--- config.mk ---
export PLATFORM = sky130hd
export DESIGN_NAME = pbmsa_div
export DESIGN_NICKNAME = d
export VERILOG_FILES = /design/src/rtl/pbmsa_pkg.sv /design/src/rtl/pbmsa_div.sv
export SDC_FILE = /design/constraint.sdc
export NUM_CORES = 1
export LEC_CHECK = 0
export CAP_MARGIN = 10
export CORE_ASPECT_RATIO = 0.5
export CORE_UTILIZATION = 55
export DETAILED_ROUTE_END_ITERATION = 8
export DONT_BUFFER_PORTS = 1
export GPL_TIMING_DRIVEN = 0
export MAX_ROUTING_LAYER = met4
export PLACE_DENSITY = 0.76
export SYNTH_ARGS = -nofsm -noshare
export SYNTH_HDL_FRONTEND = slang
export SYNTH_SLANG_ARGS = --single-unit
--- constraint.sdc ---
create_clock -name i_clk -period 7.3 [get_ports i_clk]
set_input_delay 1.46 -clock i_clk [delete_from_list [all_inputs] [get_ports i_clk]]
set_output_delay 1.46 -clock i_clk [all_outputs]
set_load 0.01 [all_outputs]
--- src/rtl/pbmsa_pkg.sv ---
`timescale 1ns / 1ps
// ----------------------------------------------------------------------------
// pbmsa_pkg
// Shared constants, item types and state encoding of the per-bin accumulator.
// ----------------------------------------------------------------------------
package pbmsa_pkg;

    localparam int NUM_CHANNELS = 64;
    localparam int MAX_WINDOW   = 32768;
    localparam int COUNT_BITS   = 16;

    localparam int OFF_W   = 15;
    localparam int CH_W    = 6;
    localparam int SMP_W   = 12;
    localparam int WL_W    = 16;
    localparam int CNTO_W  = 16;
    localparam int MEAN_W  = 14;
    localparam int STD_W   = 13;
    localparam int BIN_W   = CH_W + OFF_W;
    localparam int CMEM_W  = $clog2(MAX_WINDOW);

    localparam int VSUM_W  = 28;
    localparam int SQSUM_W = 39;
    localparam int SQLO_W  = 20;
    localparam int DLO_W   = 28;

    localparam int BASE_OFFSET = 2048;
    localparam int SCALE_NUM   = 341;
    localparam int SCALE_SQ    = SCALE_NUM * SCALE_NUM;
    localparam int SCALE_SH    = 7;
    localparam int OUT_LIMIT   = 5456;
    localparam int WL_RESET    = 32768;

    localparam int SNUM_W  = 9;
    localparam int SSQ_W   = 17;
    localparam int DEN_W   = COUNT_BITS + SCALE_SH;
    localparam int NUM_W   = VSUM_W + SNUM_W;
    localparam int PROD_W  = COUNT_BITS + SQSUM_W;
    localparam int RAD_W   = PROD_W + SSQ_W;
    localparam int ROOT_W  = (RAD_W + 1) / 2;
    localparam int DIV_W   = (NUM_W > ROOT_W) ? NUM_W : ROOT_W;

    localparam logic ACT_ACCUM = 1'b0;
    localparam logic ACT_READ  = 1'b1;

    typedef struct packed {
        logic              action;
        logic [OFF_W-1:0]  offset;
        logic [CH_W-1:0]   channel;
        logic [SMP_W-1:0]  sample_value;
        logic              end_of_sample;
    } t_in_item;

    typedef struct packed {
        logic signed [MEAN_W-1:0] mean_value;
        logic [STD_W-1:0]         std_value;
        logic [CNTO_W-1:0]        window_count;
        logic                     empty_bin;
        logic                     rejected;
    } t_out_item;

    typedef struct packed {
        logic [VSUM_W-1:0]  vsum;
        logic [SQSUM_W-1:0] sqsum;
    } t_bin;

    typedef enum logic [3:0] {
        S_CLEAR, S_IDLE, S_READ, S_EXEC, S_MUL1, S_MUL2, S_MUL3, S_MUL4,
        S_DIVM, S_SQRT, S_DIVS, S_DONE
    } t_state;

endpackage

--- src/rtl/pbmsa_div.sv ---
`timescale 1ns / 1ps
// ----------------------------------------------------------------------------
// pbmsa_div
// Restoring unsigned divider, one quotient bit per cycle.
// ----------------------------------------------------------------------------
module pbmsa_div (
    input  logic                           i_clk,
    input  logic                           i_rst_n,
    input  logic                           i_start,
    input  logic [pbmsa_pkg::DIV_W-1:0]    i_dividend,
    input  logic [pbmsa_pkg::DEN_W-1:0]    i_divisor,
    output logic                           o_done,
    output logic [pbmsa_pkg::DIV_W-1:0]    o_quotient
);
    import pbmsa_pkg::*;

    localparam int CNT_W = $clog2(DIV_W + 1);

    logic [CNT_W-1:0] r_cnt;
    logic             r_busy;
    logic             r_done;
    logic [DEN_W-1:0] r_rem;
    logic [DEN_W-1:0] r_dvs;
    logic [DIV_W-1:0] r_quo;
    logic [DEN_W:0]   w_sh;
    logic             w_ge;

    assign w_sh = {r_rem, r_quo[DIV_W-1]};
    assign w_ge = (w_sh >= {1'b0, r_dvs});

    always_ff @(posedge i_clk) begin
        if (!i_rst_n) begin
            r_busy <= 1'b0;
            r_done <= 1'b0;
            r_cnt  <= '0;
        end else begin
            r_done <= 1'b0;
            if (i_start) begin
                r_busy <= 1'b1;
                r_cnt  <= CNT_W'(DIV_W);
            end else if (r_busy) begin
                r_cnt <= r_cnt - 1'b1;
                if (r_cnt == CNT_W'(1)) begin
                    r_busy <= 1'b0;
                    r_done <= 1'b1;
                end
            end
        end
    end

    always_ff @(posedge i_clk) begin
        if (i_start) begin
            r_rem <= '0;
            r_dvs <= i_divisor;
            r_quo <= i_dividend;
        end else if (r_busy) begin
            // remainder stays below the divisor, so the top bit drops out
            r_rem <= w_ge ? DEN_W'(w_sh - {1'b0, r_dvs}) : DEN_W'(w_sh);
            r_quo <= {r_quo[DIV_W-2:0], w_ge};
        end
    end

    assign o_done     = r_done;
    assign o_quotient = r_quo;

endmodule

* Yosys cells after proc, flatten, opt, wreduce, memory -nomap -nowiden
Cells that the tools add are included.
Word-level totals: output and inout port bits 38, bits of input ports 63, bits in registers 91, bits in read-only memories 0, word-level logic and storage cells 25, latch bits 0, RAM bits 0, memories 0
Operators by class: order comparisons 1, shift-type cells 0, $add $sub $neg 2, $mul 0, bitwise gates (word level) 2, reduce and logical (&&, ||, !) cells 3, multiplexer cells 9, div/mod/pow operators 0, eq/ne operators 1
Operator list (count):
- 37-bit 2-to-1 mux | 2
- 24-bit by 23-bit greater-or-equal comparator with 1-bit output | 1
- 23-bit 2-to-1 mux | 1
- 23-bit subtractor | 1
- 6-bit 2-to-1 mux | 2
- 6-bit by 1-bit == test with 1-bit output (second input constant) | 1
- 6-bit by 1-bit subtractor with 6-bit output (second input constant) | 1
- 1-bit 2-to-1 mux | 4
- 3-bit OR reduction | 1
- 1-bit inverter | 2
- 2-bit nonzero test | 1
- 2-bit OR reduction | 1

* Longest topological paths before layout
depth in word-level cells 4, mapped depth 13, depth with buffers taken out 11

* Worst setup path after synthesis
Ideal clock, no wire load.
kind input to register, start point input i_start, end point register r_quo[0] (netlist: o_quotient[0]), enable pin, required time 6909 ps, path buffers 1, path slack 4374 ps, stages on the path 3, library setup time 391 ps, arrival 2535 ps, cells stage by stage clkbuf_1 -> nor2_1 -> inv_1
On the way: cells in the longest elaborated chain, start to end 1
RTL lines:
- start, declared | RTL line pbmsa_div.sv:9 | input logic i_start,
- 2-bit nonzero test (no line)
- end signal, assigned | RTL line pbmsa_div.sv:55 | r_quo <= i_dividend;
- end signal, assigned | RTL line pbmsa_div.sv:59 | r_quo <= {r_quo[DIV_W-2:0], w_ge};
- end, declared | RTL line pbmsa_div.sv:24 | logic [DIV_W-1:0] r_quo;
Every way passes these cells. A chain may end at the register's enable or synchronous reset.

* Final worst setup path
start point register r_quo[36] (netlist: o_quotient[36]), end point register r_rem[19]
On the way: cells in the longest elaborated chain, start to end 2, elaborated cells between the ends (all ways) 3, those cells by class 1 x add/sub; 1 x order compare; 1 x mux
RTL lines:
- 23-bit subtractor / 24-bit by 23-bit greater-or-equal comparator with 1-bit output (equally long branches) | RTL line pbmsa_div.sv:58, pbmsa_div.sv:29
- 23-bit 2-to-1 mux * | RTL line pbmsa_div.sv:58 | r_rem <= w_ge ? DEN_W'(w_sh - {1'b0, r_dvs}) : DEN_W'(w_sh);
- end signal, assigned | RTL line pbmsa_div.sv:58
- end, declared | RTL line pbmsa_div.sv:22 | logic [DEN_W-1:0] r_rem;
Mark *: on every way between the ends. The rest lies on a longest branch, timed or not.

==> flow_summary.yaml <==
finish:
  drive_above_1_share_pct: 13.4
  area_growth_pct: 9.14
  nets: 539
  layout_common_cells: "60 x edfxtp_1, 37 x nor2_1, 36 x mux2_2, 31 x nand2_1, 31 x dfxtp_1"
  final_common_cell: "edfxtp_1"
clock_tree:
  cts_setup_buffers: 0
  path_clk_slew_ns: 0.07
  cts_tree: "done"
  h-tree-depth: 3
  cts-root-buf: "clkbuf_16"
  cts_buffers: 9
  cts_sinks: 91
  ctsResizeCount: 0
  insertion_delay_ns: 0.35
  postCtsHoldBufs: 0
  cts_max_path_buffers: 2
logic_synthesis:
  synth_cells: 438
  syn-cell-area_mm2: 0.00483
  synth_nets: 527
  seq_area_frac_synth_pct: 50.1
  synth_edf_count: 60
  synth.avg_cell_area_um2: 11.0
  synth_cell_types: 55
  ys_ff_latch: 91
  synth-warning-count: 0
  async_flop_share_pct: 0
  ys.flop_type: "edfxtp_1"
sta:
  max_slew_margin_pct: 50.3
  grt_setup_unrepaired: "no"
  hold_violations: 0
  tns_ns: 0
  holdWs_ns: 0.492
  fin_crit_sh_pct: 41.5
  fin_crit_ns: 3.03
  final-setup-viol-count: 0
  fmax_ghz: 0.330
  finalMaxSlewViolations: 0
  worst_slew_pin_slew_ns: 0.746
  clock_skew_ns: 0.00629
critical_path:
  cp-end-kind: "register"
  crit_path_cell_trace: "inv_1, ha_1, fa_1, nor2b_1, o21bai_1, a21o_2, nand2_2, a211o_1, o21a_1, buf_6, buf_2, nand2_1, a311oi_1"
  critPathRequiredTime_ns: 7.55
  cp-start-kind: "register"
  crit_fanout: 10
  crit_type: "register to register"
  slowest_delay_ns: 0.45
  critical_path_arrival_ns: 3.28
  cpMaxStageDelayCell: "edfxtp_1"
route:
  drt-initial-drc-count: 185
  wl_um: 10200
  vias: 3343
  post-route-drc-count: 0
  ant_nets: 0
  wl_per_cell_um: 18.0
  via_per_inst: 5.89
  drtPass1Iterations: 5
power_and_ir_drop:
  peakVddDrop_v: 0.000164
  p_leak_nw: 2.05
  power_density_mw_per_mm2: 242
placement:
  place_hpwl_um: 7330
  port_buffers: 0
  place.gp.congestion: 0.918
global_routing:
  grtUsageTotal_pct: 24.3
  grt_pass1_vias: 3243
  grt_overflow_total: 0
  antenna_found_initial: 1
  grt_max_degree: 25
  grt_pass1_wl_um: 15900
die:
  start_util_pct: 58.5
  die_w_um: 135
  io_pins: 101
  fp.dieH_um: 68.3
  die_area_mm2: 0.00919
  placementRows: 23
  fp.coreArea_mm2: 0.00826
flow_run:
  max-cap-violations: 0
status:
  outcome: "completed"
hold_path:
  min_path_type: "register to register"
-- final timing paths --
kind / from / to / slack [ns] / cells past startpoint
worst min register to register: r_rem[13] / r_rem[13] / 0.49 / 2
worst min-delay path: r_rem[13] / r_rem[13] / 0.49 / 2
worst max register to register: o_quotient[36] / r_rem[19] / 4.27 / 13
worst max-delay path: o_quotient[36] / r_rem[19] / 4.27 / 13
-- sequential cells by signal, summed over array words and instances (netlist names) --
| name | flops |
|---|---|
| o_quotient | 37 |
| r_dvs | 23 |
| r_rem | 23 |
| r_cnt | 6 |
| o_done | 1 |
| r_busy | 1 |
-- critical path, delay by kind of cell (launching register included) --
| family | cells | cell delay, ns |
|---|---|---|
| flops | 1 | 0.45 |
| fa+ha+maj | 2 | 0.62 |
| simple gates | 3 | 0.39 |
| buf+inv | 3 | 0.44 |
| compound gates | 5 | 1.01 |
-- metrics by stage --
stage | area (µm²) | total power [W] | setup WS (ns) | utilization [%] | std cells
finish | 5270 | 0.00128 | 4.27 | 63.9 | 568
global route | 5270 | 0.00134 | 4.05 | 63.9 | 568
CTS | 5270 | 0.00129 | 4.28 | 63.8 | 567
detailed placement | 5000 | 0.000857 | 3.99 | 60.5 | 551
global placement | 4970 | 0.000851 | 3.85 | 60.2 | 550
floorplan | 4830 | 0.000809 | 4.37 | - | 438
-- cells in the mapped netlist (14+ instances only) --
cell | instances | area share [%]
mux2_2 | 36 | 8.4
dfxtp_1 | 31 | 13
ha_1 | 25 | 6.5
inv_1 | 30 | 2.3
a211oi_1 | 14 | 2.2
nand3_1 | 14 | 1.5
a21oi_1 | 17 | 1.8
xnor2_1 | 17 | 3.1
edfxtp_1 | 60 | 37
nor2_1 | 37 | 2.9
nand2_1 | 31 | 2.4
-- layout make-up --
| class | instances | area (µm²) |
|---|---|---|
| well taps | 112 | 140 |
| multi-input cells | 299 | 2210 |
| plain buffers | 18 | 86.3 |
| clock inverters | 5 | 38.8 |
| diodes | 1 | 2.50 |
| inverters | 30 | 113 |
| repair buffers | 1 | 27.5 |
| fillers | 655 | 2990 |
| clock buffers | 11 | 233 |
| flip-flops and latches | 91 | 2420 |
-- power by group --
group | total [W] | internal (W) | leakage [nW] | switching, W
Combinational | 0.000209 | 0.0000921 | 1.07 | 0.000117
Sequential | 0.000641 | 0.000602 | 0.852 | 0.0000391
Clock | 0.000429 | 0.000233 | 0.130 | 0.000196
Total | 0.00128 | 0.000926 | 2.05 | 0.000352
-- metal layers --
layer | global-route usage (%) | share of wire [%] | vias up
li1 | - | - | 1637
met1 | 28.6 | 45 | 1572
met2 | 36.3 | 43 | 113
met3 | 11.7 | 10 | 21
met4 | 9.13 | 1.9 | 0
met5 | - | 0 | -
-- cell families (layout without fill, tap and decap cells) --
group	Yosys count	in the layout	synth area share (%)
compound gates	93	93	13.6
xor+xnor	22	22	3.99
fa+ha+maj	26	26	6.89
buf+inv	48	65	4.12
flops	91	91	50.1
mux	47	47	10.7
other cells	0	1	0
simple gates	111	111	10.6
(Power assumes the default switching activity.)
