[src/rtl/pbmsa_pkg.sv]
`timescale 1ns / 1ps
// ----------------------------------------------------------------------------
// pbmsa_pkg
// Shared constants, item types and state encoding of the per-bin accumulator.
// ----------------------------------------------------------------------------
package pbmsa_pkg;

    localparam int NUM_CHANNELS = 64;
    localparam int MAX_WINDOW   = 32768;
    localparam int COUNT_BITS   = 16;

    localparam int OFF_W   = 15;
    localparam int CH_W    = 6;
    localparam int SMP_W   = 12;
    localparam int WL_W    = 16;
    localparam int CNTO_W  = 16;
    localparam int MEAN_W  = 14;
    localparam int STD_W   = 13;
    localparam int BIN_W   = CH_W + OFF_W;
    localparam int CMEM_W  = $clog2(MAX_WINDOW);

    localparam int VSUM_W  = 28;
    localparam int SQSUM_W = 39;
    localparam int SQLO_W  = 20;
    localparam int DLO_W   = 28;

    localparam int BASE_OFFSET = 2048;
    localparam int SCALE_NUM   = 341;
    localparam int SCALE_SQ    = SCALE_NUM * SCALE_NUM;
    localparam int SCALE_SH    = 7;
    localparam int OUT_LIMIT   = 5456;
    localparam int WL_RESET    = 32768;

    localparam int SNUM_W  = 9;
    localparam int SSQ_W   = 17;
    localparam int DEN_W   = COUNT_BITS + SCALE_SH;
    localparam int NUM_W   = VSUM_W + SNUM_W;
    localparam int PROD_W  = COUNT_BITS + SQSUM_W;
    localparam int RAD_W   = PROD_W + SSQ_W;
    localparam int ROOT_W  = (RAD_W + 1) / 2;
    localparam int DIV_W   = (NUM_W > ROOT_W) ? NUM_W : ROOT_W;

    localparam logic ACT_ACCUM = 1'b0;
    localparam logic ACT_READ  = 1'b1;

    typedef struct packed {
        logic              action;
        logic [OFF_W-1:0]  offset;
        logic [CH_W-1:0]   channel;
        logic [SMP_W-1:0]  sample_value;
        logic              end_of_sample;
    } t_in_item;

    typedef struct packed {
        logic signed [MEAN_W-1:0] mean_value;
        logic [STD_W-1:0]         std_value;
        logic [CNTO_W-1:0]        window_count;
        logic                     empty_bin;
        logic                     rejected;
    } t_out_item;

    typedef struct packed {
        logic [VSUM_W-1:0]  vsum;
        logic [SQSUM_W-1:0] sqsum;
    } t_bin;

    typedef enum logic [3:0] {
        S_CLEAR, S_IDLE, S_READ, S_EXEC, S_MUL1, S_MUL2, S_MUL3, S_MUL4,
        S_DIVM, S_SQRT, S_DIVS, S_DONE
    } t_state;

endpackage

[src/rtl/pbmsa_sqrt.sv]
`timescale 1ns / 1ps
// ----------------------------------------------------------------------------
// pbmsa_sqrt
// Digit-by-digit integer square root, one root bit per cycle.
// ----------------------------------------------------------------------------
module pbmsa_sqrt (
    input  logic                           i_clk,
    input  logic                           i_rst_n,
    input  logic                           i_start,
    input  logic [pbmsa_pkg::RAD_W-1:0]    i_radicand,
    output logic                           o_done,
    output logic [pbmsa_pkg::ROOT_W-1:0]   o_root
);
    import pbmsa_pkg::*;

    localparam int CNT_W = $clog2(ROOT_W + 1);
    localparam int REM_W = ROOT_W + 2;
    localparam int PAD_W = 2 * ROOT_W;

    logic [CNT_W-1:0]  r_cnt;
    logic              r_busy;
    logic              r_done;
    logic [PAD_W-1:0]  r_rad;
    logic [REM_W-1:0]  r_rem;
    logic [ROOT_W-1:0] r_root;
    logic [REM_W+1:0]  w_sh;
    logic [REM_W+1:0]  w_trial;
    logic              w_ge;

    assign w_sh    = {r_rem, r_rad[PAD_W-1 -: 2]};
    assign w_trial = (REM_W + 2)'({r_root, 2'b01});
    assign w_ge    = (w_sh >= w_trial);

    always_ff @(posedge i_clk) begin
        if (!i_rst_n) begin
            r_busy <= 1'b0;
            r_done <= 1'b0;
            r_cnt  <= '0;
        end else begin
            r_done <= 1'b0;
            if (i_start) begin
                r_busy <= 1'b1;
                r_cnt  <= CNT_W'(ROOT_W);
            end else if (r_busy) begin
                r_cnt <= r_cnt - 1'b1;
                if (r_cnt == CNT_W'(1)) begin
                    r_busy <= 1'b0;
                    r_done <= 1'b1;
                end
            end
        end
    end

    always_ff @(posedge i_clk) begin
        if (i_start) begin
            r_rad  <= PAD_W'(i_radicand);
            r_rem  <= '0;
            r_root <= '0;
        end else if (r_busy) begin
            r_rad  <= {r_rad[PAD_W-3:0], 2'b00};
            r_rem  <= w_ge ? REM_W'(w_sh - w_trial) : REM_W'(w_sh);
            r_root <= {r_root[ROOT_W-2:0], w_ge};
        end
    end

    assign o_done = r_done;
    assign o_root = r_root;

endmodule

[config.mk]
export PLATFORM = sky130hd
export DESIGN_NAME = pbmsa_sqrt
export DESIGN_NICKNAME = d
export VERILOG_FILES = /design/src/rtl/pbmsa_pkg.sv /design/src/rtl/pbmsa_sqrt.sv
export SDC_FILE = /design/constraint.sdc
export NUM_CORES = 1
export LEC_CHECK = 0
export BUFFER_PORTS_ARGS = -buffer_cell sky130_fd_sc_hd__buf_2
export CORE_MARGIN = 5
export CORE_UTILIZATION = 25
export DETAILED_ROUTE_END_ITERATION = 10
export GPL_ROUTABILITY_DRIVEN = 0
export PLACE_DENSITY = 0.48
export SYNTH_ARGS = -nofsm -noshare
export SYNTH_HDL_FRONTEND = slang
export SYNTH_SLANG_ARGS = --single-unit
[constraint.sdc]
create_clock -name i_clk -period 7.1 [get_ports i_clk]
set_clock_uncertainty 0.2 [all_clocks]
set_input_delay 1.42 -clock i_clk [delete_from_list [all_inputs] [get_ports i_clk]]
set_output_delay 1.42 -clock i_clk [all_outputs]
set_load 0.1 [all_outputs]
# Word-level counts from Yosys, hierarchy flattened
# Cells that the tools add are included.
# word_totals
register_bits,154
in_bits,75
out_inout_bits,37
elab_cells,25
# classes
addsub,2
n_lt_le_gt_ge,1
eq_ne,1
muxes,9
bitwise,2
n_reduce_logical,3
# ops
operator,n
72-bit two-way mux,2
40-bit by 38-bit >= comparator with 1-bit output,1
38-bit two-way mux,1
38-bit subtractor,1
6-bit two-way mux,2
"6-bit by 1-bit equality test with 1-bit output, second input constant",1
"6-bit by 1-bit subtractor with 6-bit output, second input constant",1
1-bit two-way mux,4
3-bit OR reduction,1
1-bit inverter,2
2-bit nonzero test,1
2-bit OR reduction,1

# Depth between registers and ports, before layout
# depth
depth_word,4
mapped_depth,13
depth_no_buf,10

# Worst setup path before layout
# No wires, ideal clock.
# synth_path
path_kind,input -> register
from,input port i_start
to,"register r_rad[0], enable pin"
setup_time_ps,426
arrival_ps,3456
t_required_ps,6474
slack_ps,3018
stages,4
path_buffers,2
cell_sequence,clkbuf_1 -> nor2_1 -> clkbuf_1 -> inv_1
# synth_via
elab_chain_cells,1
# synth_rtl
element,line,text
start: declaration,pbmsa_sqrt.sv:9,"input logic i_start,"
2-bit nonzero test (no source line),n/a,
end signal: assignment,pbmsa_sqrt.sv:56,r_rad <= PAD_W'(i_radicand);
end signal: assignment,pbmsa_sqrt.sv:60,"r_rad <= {r_rad[PAD_W-3:0], 2'b00};"
end: declaration,pbmsa_sqrt.sv:23,logic [PAD_W-1:0] r_rad;
# No other way between the ends.
# A chain may end at the register's enable or synchronous reset.

# Final worst setup path
# layout_path
from,"register r_root[5], in the netlist o_root[5]"
to,register r_rem[33]
# layout_via
elab_chain_cells,2
word_cells_on_any_way,3
classes_between,add/sub (1); order compare (1); mux (1)
# layout_rtl
element,line,text
start: declaration,pbmsa_sqrt.sv:25,logic [ROOT_W-1:0] r_root;
start signal: assignment,pbmsa_sqrt.sv:62,"r_root <= {r_root[ROOT_W-2:0], w_ge};"
38-bit subtractor or 40-bit by 38-bit >= comparator with 1-bit output (tied branches),"pbmsa_sqrt.sv:61, pbmsa_sqrt.sv:32",
38-bit two-way mux (*),pbmsa_sqrt.sv:61,r_rem <= w_ge ? REM_W'(w_sh - w_trial) : REM_W'(w_sh);
end signal: assignment,pbmsa_sqrt.sv:61,
end: declaration,pbmsa_sqrt.sv:24,logic [REM_W-1:0] r_rem;
# Every way passes the cells marked *; elsewhere a longest branch is shown, timed or not.

==> summary.txt <==
Clock network
  – Postcts setup bufs: 0
  – Hold buffer count at cts: 0
  – Clk pin slew, worst setup/hold paths: 0.06 ns
  – CTS tree: done
  – CTS root buf: clkbuf_16
  – Clk sinks: 154
  – Clock Tree Buf Depth: 2
  – Cts bufs inserted: 17
  – Clk_lat worst skew: 0.43 ns
  – H-tree Lvls: 4
  – Post-cts resize count: 0

Logic synthesis
  – Synth area leader: edfxtp_1
  – Synthesis Warnings: 0
  – Top post-synthesis cells by count: 101 x nor2_1, 97 x nand2_1, 82 x dfxtp_1
  – Post-synth EDFFs: 72
  – Register area share after synthesis: 0.437
  – Synth Register Bits: 154
  – Unique masters post-synth: 66
  – Area share of the largest cell type after synthesis: 0.248
  – Leading cell types by total area after synthesis: edfxtp_1 25%, dfxtp_1 19%, mux2_2 9.2%
  – Mapped Cells: 886
  – Count leader, synth: nor2_1
  – Ys async rst share: 0
  – Syn_nets: 1001
  – Mapped Area: 0.00870 mm²
  – Top FF cell, synth: dfxtp_1
  – Syn Area/Cell: 9.82 µm²

Floorplan
  – Core Box Area: 0.0345 mm²
  – Initial Utilization: 0.253
  – I/O Pins: 112
  – Die height: 197 µm
  – Core Rows: 68
  – Chip Width: 197 µm
  – Die area: 0.0386 mm²

Critical path
  – Crit path launch type: register
  – CP Data Arrival Time: 3.60 ns
  – Critical Path Start: o_root[5]
  – Critical path class: reg -> reg
  – Crit path required time: 7.26 ns
  – Worst flop-to-flop path startpoint: o_root[5]
  – FF-to-FF path depth: 10
  – CP Capture Type: register
  – CP Max Fanout: 35

Routing
  – DR iter-0 viols: 303
  – Routed WL per cell: 15.2 µm
  – DRT antenna net count: 0
  – DRC: 0
  – Final wirelength: 22.0 mm
  – Via/cell ratio: 4.55
  – Drt pass-1 iters: 5
  – Vias: 6576

Timing
  – Max Transition Viols Final: 0
  – Final Hold Vio Count: 0
  – Slew headroom: 0.374
  – WHS: 0.285 ns
  – RSZ-0062 raised after global routing: no
  – Fmax: 0.290 GHz
  – Post-layout min period: 3.45 ns
  – Worst Tran Pin Value: 0.939 ns
  – Final setup fails: 0
  – Final Cycle Share: 0.485
  – Setup TNS: 0 ns

Min path
  – Hold path cells: 2
  – HP Class: reg -> reg
  – Min-Delay Startpoint: r_rem[27]

Layout
  – Multi-input logic area: 0.00448 mm²
  – Layout cells sized above 1: 0.240
  – Post-layout util: 0.297
  – FF/Latch Area: 0.00381 mm²
  – Area grow syn2layout: 17.5%
  – Final net count: 1090
  – FILL cells: 3704

Global route
  – Total gr overflow: 0
  – Pin count of the biggest net entering global routing: 73
  – Initial antenna violation count: 12
  – Global-route usage over all layers: 0.113
  – First-pass GRT wire length: 35.7 mm
  – Vias in the first global route: 6657

Placed design
  – Detailed Place HPWL: 15.9 mm
  – Port bufs: 111

Power and ir drop
  – P_leak: 4.09 nW
  – Power, Total: 4.19 mW
  – Worst VDD drop: 0.311 mV
  – Pwr Density: 410 mW/mm²

Run status
  – Status: completed

Run
  – Max Cap Viol: 0
## registers in the layout, summed over array words and instances, names as in the netlist
register and cells:
o_done 1, o_root 36, r_busy 1, r_cnt 6
r_rad 72, r_rem 38
## layer usage
| metal | global-route usage | routed length, µm |
|---|---|---|
| met1 | 0.150 | 10400 |
| met2 | 0.167 | 9360 |
| met3 | 0.0568 | 1960 |
| met4 | 0.0257 | 200 |
| met5 | 0 | 109 |
## cell type report
| type | instances | share of cell area |
|---|---|---|
| multi-input cells | 631 | 0.438 |
| flip-flops and latches | 154 | 0.372 |
| repair buffers | 117 | 0.0594 |
| well taps | 455 | 0.0557 |
| clock buffers | 23 | 0.0448 |
| inverters | 54 | 0.0198 |
| clock inverters | 9 | 0.00906 |
| diodes | 3 | 0.000734 |
## path summary, 6_finish.rpt
kind                                   to  slack (ns)
worst max register to register  r_rem[33]        3.65
worst max-delay path            r_rem[33]        3.65
worst min-delay path            r_rem[27]        0.28
worst min register to register  r_rem[27]        0.28
## cells in the final DEF, fill, tap and decap left out, drive strengths merged, types with 2 or more instances in the layout
cell type,netlist,final
clkbuf,30,23
mux2i,44,44
buf,17,117
nor2b,3,3
xor2,7,7
or3,3,3
ha,40,40
o2111ai,3,3
nor3,17,17
nand3,15,15
clkinv,1,5
nand4b,2,2
a311oi,17,17
nand2,98,98
xnor2,28,28
nand2b,7,7
nor4,6,6
o31ai,7,7
a22oi,10,10
nor2,101,101
o21a,5,5
diode,0,3
o21ai,33,33
mux2,71,71
inv,53,56
nand4,8,8
a31oi,8,8
a211oi,4,4
a21o,7,7
edfxtp,72,72
or3b,2,2
o211ai,7,7
a21oi,43,43
o21bai,9,9
and3,3,3
and2,5,5
dfxtp,82,82
## stage by stage
step                worst slack (ns)  instance area [µm²]  std cells
floorplan                       3.02                 8700        886
global placement                3.48                 9670       1411
detailed placement              3.47                 9670       1411
CTS                             3.57                10200       1443
global route                    3.28                10200       1443
finish                          3.65                10200       1446
## power by group
| part | switching, mW | total, mW | leakage (nW) | internal [mW] |
|---|---|---|---|---|
| clock | 0.384 | 0.879 | 0.267 | 0.495 |
| combinational | 1.31 | 2.18 | 2.43 | 0.865 |
| sequential | 0.0760 | 1.13 | 1.39 | 1.05 |
## critical path, cell delays in order, from the launching register on
cell and delay, ns:
dfxtp_1 0.37, inv_1 0.06, ha_1 0.42, nand3_1 0.21
nor3_1 0.29, o21ai_0 0.20, nand4_1 0.19, nand3_1 0.11
or3b_2 0.82, nand2_1 0.28, o211ai_1 0.23
## kinds of logic after synthesis
kind of cell             count (synthesis)  synth area share
flip-flops                             154             0.437
AO/OA/AOI/OAI                          166             0.136
AND/OR/NAND/NOR                        275             0.143
XOR/XNOR                                35            0.0352
buffers and inverters                  101            0.0489
multiplexers                           115             0.142
adder cells (fa/ha/maj)                 40            0.0575
No activity file was read; power rests on OpenSTA's default activity.
